===== src/hw/rtl/sba_pkg.sv =====
// Shared types and constants for the stack bump allocator.
// Used by sba_mark_cell and stack_bump_allocator; depends on nothing.
`timescale 1ns / 1ps
`default_nettype none

package sba_pkg;

	localparam int unsigned MEM_BYTES_DEF  = 16777216;
	localparam int unsigned MARK_DEPTH_DEF = 64;
	localparam int unsigned RESERVED_BASE  = 32'h4000;
	localparam int unsigned ALIGN_MASK     = 31;
	localparam int unsigned OUT_W          = 25;
	localparam int unsigned CFG_W          = 7;

	typedef enum logic [1:0] {
		KIND_ALLOC  = 2'd0,
		KIND_FREE   = 2'd1,
		KIND_INIT   = 2'd2,
		KIND_DEINIT = 2'd3
	} kind_t;

	typedef enum logic [1:0] {
		ST_OK       = 2'd0,
		ST_NOT_INIT = 2'd1,
		ST_NO_SPACE = 2'd2,
		ST_EMPTY    = 2'd3
	} status_t;

	typedef struct packed {
		logic push;
		logic pop;
	} stk_ctl_t;

endpackage

`default_nettype wire


===== src/hw/rtl/stack_bump_allocator.sv =====
// Stack bump allocator: pointer, request decode and a row of mark cells.
// Depends on sba_pkg and sba_mark_cell.
// The done strobe and the result are registered and follow start in the next cycle.
// Throughput: one transaction per cycle; busy stays low, the whole request
// is one add, compare and one shift of the mark-cell row.
// Reset: pointer at 0x4000, mark stack empty, not initialized, limit 0.
// The receiver cannot stall; done marks every result for exactly one cycle.
`timescale 1ns / 1ps
`default_nettype none

module stack_bump_allocator #(
	parameter int unsigned MEM_BYTES  = sba_pkg::MEM_BYTES_DEF,
	parameter int unsigned MARK_DEPTH = sba_pkg::MARK_DEPTH_DEF
) (
	input  wire logic                         clk,
	input  wire logic                         arst_n,
	input  wire logic                         cfg_we,
	input  wire logic [sba_pkg::CFG_W-1:0]    cfg_data,
	input  wire logic                         start,
	input  wire logic [1:0]                   kind,
	input  wire logic [31:0]                  request_length,
	output logic                              busy,
	output logic                              done,
	output logic      [sba_pkg::OUT_W-1:0]    block_offset,
	output logic      [sba_pkg::OUT_W-1:0]    freed_length,
	output logic      [1:0]                   status
);

	localparam int unsigned PTR_W   = $clog2(MEM_BYTES + 1);
	localparam int unsigned DEPTH_W = $clog2(MARK_DEPTH + 1);
	localparam int unsigned CMP_W   = (DEPTH_W > sba_pkg::CFG_W) ? DEPTH_W : sba_pkg::CFG_W;

	logic [sba_pkg::CFG_W-1:0] cfg_q;
	logic [PTR_W-1:0]          next_free_q;
	logic [DEPTH_W-1:0]        depth_q;
	logic                      ready_q;
	logic                      done_q;
	logic [PTR_W-1:0]          offset_q;
	logic [PTR_W-1:0]          freed_q;
	sba_pkg::status_t          status_q;

	logic [32:0]               rounded;
	logic [PTR_W-1:0]          room;
	logic                      fits;
	logic                      room_to_push;
	logic [PTR_W-1:0]          top;
	logic [PTR_W-1:0]          cell_val [MARK_DEPTH];
	sba_pkg::stk_ctl_t         stk_ctl;

	logic [PTR_W-1:0]          next_free_d;
	logic [DEPTH_W-1:0]        depth_d;
	logic                      ready_d;
	logic [PTR_W-1:0]          offset_d;
	logic [PTR_W-1:0]          freed_d;
	sba_pkg::status_t          status_d;

	assign rounded = ({1'b0, request_length} + 33'(sba_pkg::ALIGN_MASK))
		& ~33'(sba_pkg::ALIGN_MASK);
	assign room    = PTR_W'(MEM_BYTES) - next_free_q;
	assign fits    = rounded <= 33'(room);
	assign room_to_push = (CMP_W'(depth_q) < CMP_W'(cfg_q))
		&& (depth_q < DEPTH_W'(MARK_DEPTH));
	assign top     = cell_val[0];

	always_comb begin
		next_free_d   = next_free_q;
		depth_d       = depth_q;
		ready_d       = ready_q;
		offset_d      = '0;
		freed_d       = '0;
		status_d      = sba_pkg::ST_OK;
		stk_ctl.push  = 1'b0;
		stk_ctl.pop   = 1'b0;
		if (start) begin
			unique case (sba_pkg::kind_t'(kind))
				sba_pkg::KIND_INIT: begin
					next_free_d = PTR_W'(sba_pkg::RESERVED_BASE);
					depth_d     = '0;
					ready_d     = 1'b1;
					offset_d    = PTR_W'(sba_pkg::RESERVED_BASE);
				end
				sba_pkg::KIND_DEINIT: begin
					ready_d = 1'b0;
				end
				sba_pkg::KIND_ALLOC: begin
					if (!ready_q) begin
						status_d = sba_pkg::ST_NOT_INIT;
					end else if (!fits) begin
						status_d = sba_pkg::ST_NO_SPACE;
					end else begin
						offset_d    = next_free_q;
						next_free_d = next_free_q + PTR_W'(rounded);
						if (room_to_push) begin
							stk_ctl.push = 1'b1;
							depth_d      = depth_q + 1'b1;
						end
					end
				end
				sba_pkg::KIND_FREE: begin
					if (!ready_q) begin
						status_d = sba_pkg::ST_NOT_INIT;
					end else if (depth_q == '0) begin
						status_d = sba_pkg::ST_EMPTY;
					end else begin
						stk_ctl.pop = 1'b1;
						depth_d     = depth_q - 1'b1;
						offset_d    = top;
						freed_d     = next_free_q - top;
						next_free_d = top;
					end
				end
				default: begin
					status_d = sba_pkg::ST_OK;
				end
			endcase
		end
	end

	always_ff @(posedge clk or negedge arst_n) begin
		if (!arst_n) begin
			cfg_q       <= '0;
			next_free_q <= PTR_W'(sba_pkg::RESERVED_BASE);
			depth_q     <= '0;
			ready_q     <= 1'b0;
			done_q      <= 1'b0;
		end else begin
			if (cfg_we) begin
				cfg_q <= cfg_data;
			end
			next_free_q <= next_free_d;
			depth_q     <= depth_d;
			ready_q     <= ready_d;
			done_q      <= start;
		end
	end

	always_ff @(posedge clk) begin
		if (start) begin
			offset_q <= offset_d;
			freed_q  <= freed_d;
			status_q <= status_d;
		end
	end

	for (genvar i = 0; i < MARK_DEPTH; i++) begin : g_cell
		logic [PTR_W-1:0] prev_val;
		logic [PTR_W-1:0] next_val;
		if (i == 0) begin : g_head
			assign prev_val = next_free_q;
		end else begin : g_body
			assign prev_val = cell_val[i-1];
		end
		if (i == MARK_DEPTH - 1) begin : g_tail
			assign next_val = '0;
		end else begin : g_link
			assign next_val = cell_val[i+1];
		end
		sba_mark_cell #(
			.W(PTR_W)
		) u_cell (
			.clk      (clk),
			.ctl      (stk_ctl),
			.from_prev(prev_val),
			.from_next(next_val),
			.value    (cell_val[i])
		);
	end

	assign busy         = 1'b0;
	assign done         = done_q;
	assign block_offset = sba_pkg::OUT_W'(offset_q);
	assign freed_length = sba_pkg::OUT_W'(freed_q);
	assign status       = status_q;

endmodule

`default_nettype wire


===== src/hw/rtl/sba_mark_cell.sv =====
// One entry of the shifting mark stack.
// Depends on sba_pkg for the stack control struct.
`timescale 1ns / 1ps
`default_nettype none

module sba_mark_cell #(
	parameter int unsigned W = 25
) (
	input  wire logic             clk,
	input  wire sba_pkg::stk_ctl_t ctl,
	input  wire logic [W-1:0]     from_prev,
	input  wire logic [W-1:0]     from_next,
	output logic      [W-1:0]     value
);

	logic [W-1:0] value_q;

	// shift down on push, up on pop, hold otherwise
	always_ff @(posedge clk) begin
		if (ctl.push) begin
			value_q <= from_prev;
		end else if (ctl.pop) begin
			value_q <= from_next;
		end
	end

	assign value = value_q;

endmodule

`default_nettype wire

===== config.mk =====
export PLATFORM = sky130hd
export DESIGN_NAME = stack_bump_allocator
export DESIGN_NICKNAME = d
export VERILOG_FILES = /design/src/hw/rtl/sba_pkg.sv /design/src/hw/rtl/stack_bump_allocator.sv /design/src/hw/rtl/sba_mark_cell.sv
export SDC_FILE = /design/constraint.sdc
export NUM_CORES = 2
export LEC_CHECK = 0
export BUFFER_PORTS_ARGS = -buffer_cell sky130_fd_sc_hd__buf_4
export CAP_MARGIN = 30
export CORE_MARGIN = 10
export CORE_UTILIZATION = 40
export CTS_CLUSTER_SIZE = 28
export DETAILED_ROUTE_END_ITERATION = 10
export HOLD_SLACK_MARGIN = 0.15
export MAX_ROUTING_LAYER = met4
export PLACE_DENSITY = 0.65
export SLEW_MARGIN = 20
export SYNTH_ARGS = -nofsm -noshare
export SYNTH_HDL_FRONTEND = slang
export SYNTH_HIERARCHICAL = 1
export SYNTH_SLANG_ARGS = --single-unit

===== constraint.sdc =====
create_clock -name clk -period 13.33 [get_ports clk]
set_clock_uncertainty 0.05 [all_clocks]
set_input_delay 0.6665 -clock clk [delete_from_list [all_inputs] [get_ports clk]]
set_output_delay 0.6665 -clock clk [all_outputs]
set_load 0.02 [all_outputs]

==> implementation parameters <==
Parameter                              Value

Outcome
  Run status ... completed

Worst setup path
  Cell-by-cell trace of the critical path ... nor3_1, nand2b_1, nor4_1, nand2_1, o41ai_1, nand2_1, ha_1, nand4_1, nor4_1, and3_1, a21boi_0, a2111oi_4, nand2_1, nor3b_2, buf_4, and3_4, buf_12, buf_4, buf_4, mux2_2
  Worst endpoint required time ... around 14 ns
  Cell at the slowest stage of the critical path ... nor4_1
  Crit Path Category ... flip-flop to flip-flop
  Arrival time of the worst setup path ... approximately 8.3 ns
  Largest stage delay on the critical path ... around 0.72 ns
  Crit path launch type ... flip-flop
  Largest fanout on the critical path ... between 100 and 150
  Critical Path End Type ... flip-flop

Logic synthesis
  Yosys top cell area share ... 60.6%
  Number of warning messages in the yosys log ... 6
  Number of synthesized flops with an enable pin ... ~1700
  Fraction of registers with async set/reset ... under 10%
  Sequential fraction of the synthesis area ... roughly 62%
  Per-instance average area after synthesis ... ~19 sq um
  Most frequently used cell type in the post-synthesis netlist ... edfxtp_1
  Cell taking the most area after synthesis ... edfxtp_1
  Gate count after technology mapping ... around 4300
  Number of flip-flops and latches in the synthesized netlist ... roughly 1700
  Combined area of all synthesized cells ... ~82000 sq um
  Cell types with the largest area share after synthesis ... edfxtp_1 61%, mux2_4 22%, mux2_2 5.3%
  List of most frequent post-synthesis cells ... 1652 x edfxtp_1, 1216 x mux2_4, 385 x mux2_2
  Count of cell types in the netlist ... 72
  Dominant register cell in the synthesized netlist ... edfxtp_1

Finish
  Number of inserted filler cells in the final layout ... between 15000 and 20000
  Layout net count ... ~4600
  Non-Filler Cell Area, Final ... about 89000 sq um
  Multi-input gate area in the final layout ... 27800 sq um
  Area Growth Syn to Fin ... 8.84%
  Fraction of final layout cells sized beyond drive strength 1 ... between 40% and 50%
  Footprint of the flip-flops and latches ... slightly above 50000 sq um
  Count of placed standard cells in the final layout, fillers left out ... ~7300

Min path
  Worst hold-check path type ... input port to flip-flop

Power
  Worst IR drop on VDD ... about 0.14 mV
  Total leakage power ... a little over 30 nW
  Pwr/cell area ... about 130 nW/um^2
  Total power of the final layout ... about 0.012 W

Timing
  Measured slew at the worst slew-check pin ... 1.14 ns
  Final number of hold-violating endpoints ... 0
  RSZ-0062 raised after global routing ... false
  Shortest period the worst path allows ... 7.80 ns
  Final TNS setup ... 0 ns
  Ratio of final minimum period to clock period ... 58.5%
  Count of final setup violators ... 0
  Slew headroom ... between 20% and 30%
  Final worst setup slack ... ~5.5 ns
  Max Fclk ... roughly 130 MHz
  Count of pins over their slew limit ... 0

Global route
  Overflow left after global routing ... 0
  First-pass GRT wire length ... around 240000 um
  Maximum number of pins on one net before global-route repair ... around 150
  Number of antenna violations at the first check in global routing ... 1
  Global-route usage over all layers ... between 10 and 15%
  Via count of the first global-routing pass ... a little under 40000

Detailed routing
  Via-to-Cell Ratio ... between 5 and 6
  Routed length per instance ... between 20 and 25 um
  Total routed wirelength ... about 160000 um
  First DRT Iteration DRCs ... between 3000 and 4000
  DRC violation count after routing ... 0
  Iteration count of the initial detailed-routing pass ... 8
  Total number of vias ... ~37000
  Final antenna-violating net count ... 0

Floorplanning
  Initial Utilization ... about 40%
  Placeable core area ... slightly above 200000 sq um
  Site row count ... approximately 170
  Die footprint ... 223000 sq um
  Number of ports placed on the die boundary ... roughly 100
  Overall die height ... 473 um
  Die span in x ... approximately 470 um

Place
  Global placement routability congestion ... slightly below 0.9
  Placed standard-cell area ... 83500 sq um
  Detailed-placement wirelength estimate ... ~100000 um
  Number of placed instances, taps included ... between 6000 and 7000
  Post-place setup slack ... about 5.3 ns
  Number of I/O port buffers ... 97

Clock network
  Deepest clock path buffer count ... 3
  Post-cts gate resize count ... 0
  Cts bufs inserted ... approximately 170
  Clock tree from TritonCTS ... yes
  Clock root buffer master ... clkbuf_16
  Htree depth ... 4
  Clock insertion delay at the later pin of the skew report ... roughly 0.79 ns
  Worst-path clk slew ... 0.06 ns
  CTS sink count ... roughly 1700

Job
  Max capacitance violation total ... 0
[path summary, 6_finish.rpt]
kind | start | end | slack (ns) | depth (start not counted)
min in group asynchronous | arst_n | g_cell[0].prev_val[7] | 0.42 | 2
setup reg to reg | g_cell[0].prev_val[6] | g_cell[30].u_cell/value[1] | 5.53 | 20
hold / removal | start | freed_length[5] | 0.25 | 1
hold reg to reg | g_cell[0].u_cell/value[2] | g_cell[0].prev_val[2] | 0.49 | 1
setup / recovery | g_cell[0].prev_val[6] | g_cell[30].u_cell/value[1] | 5.53 | 20
max in group asynchronous | arst_n | cfg_q[1] | 12.32 | 2
[cell families after synthesis]
family | synth area share (%)
xor gates and xnor gates | 0.823
DFF | 61.8
AOI/OAI and AO/OA | 1.92
adders and majority gates | 1.23
buffers and inverters | 4.38
muxes | 27.6
other | 0.00458
and+or+nand+nor | 2.21
[cells in the final DEF, fill, tap and decap left out, types with 45 or more instances in the layout]
master     synthesis  routed
mux2_2           385     385
clkbuf_16          0     174
ha_1              76      76
inv_1             46      46
or2_1             64      45
nand2_1           89      89
edfxtp_1        1652    1652
mux2_4          1216    1216
o21ai_0           60      60
nor2_1            59      59
a21oi_1           50      50
buf_4              1     160
[critical path: cells and delay by family, from the launching register on]
| family | cells | cell delay, ns |
|---|---|---|
| adders and majority gates | 1 | 0.31 |
| buffers and inverters | 4 | 2.02 |
| AOI/OAI and AO/OA | 3 | 0.98 |
| muxes | 1 | 0.40 |
| DFF | 1 | 0.49 |
| and+or+nand+nor | 11 | 3.19 |
[cell type report]
| cell class | count | share of cell area (%) |
|---|---|---|
| Sequential cell | 1693 | 56.8 |
| Timing Repair Buffer | 198 | 1.98 |
| Inverter | 46 | 0.194 |
| Antenna cell | 2 | 0.00561 |
| Clock buffer | 221 | 5.11 |
| Tap cell | 2688 | 3.77 |
| Clock inverter | 88 | 0.937 |
| Multi-Input combinational cell | 2361 | 31.2 |
[power by group]
| part | internal, W | switching, W | leakage [nW] | total, W |
|---|---|---|---|---|
| Clock | 0.00264 | 0.00203 | 2.64 | 0.00466 |
| Sequential | 0.00605 | 0.000183 | 14.4 | 0.00623 |
| Combinational | 0.000403 | 0.000502 | 13.2 | 0.000905 |
[state kept, by name, indices dropped and copies added (netlist names)]
register,count
ready_q,1
g_cell.prev_val,25
status,2
done,1
cfg_q,7
freed_length,25
depth_q,7
g_cell.u_cell/value,1600
block_offset,25
[timing repair]
item	in CTS	in global routing
buffers inserted	0	0
hold buffers	21	0
hold endpoints to repair	47	0
[per-stage QoR]
step	hold WS (ns)	util (%)
final	0.247	43.7
after floorplan	0.321	-
after detailed placement	0.456	40.9
after global placement	0.452	40.8
after CTS	0.188	43.6
after global routing	0.202	43.7
[routing by layer]
metal  vias up  GRT usage [%]  part of all wire, %
met1     19300           19.4                   48
met5         -              -                    0
li1      17100              -                    -
met2       773           21.1                   45
met3       239           2.24                  4.1
met4         0           4.14                  2.8
(Power assumes the default switching activity.)
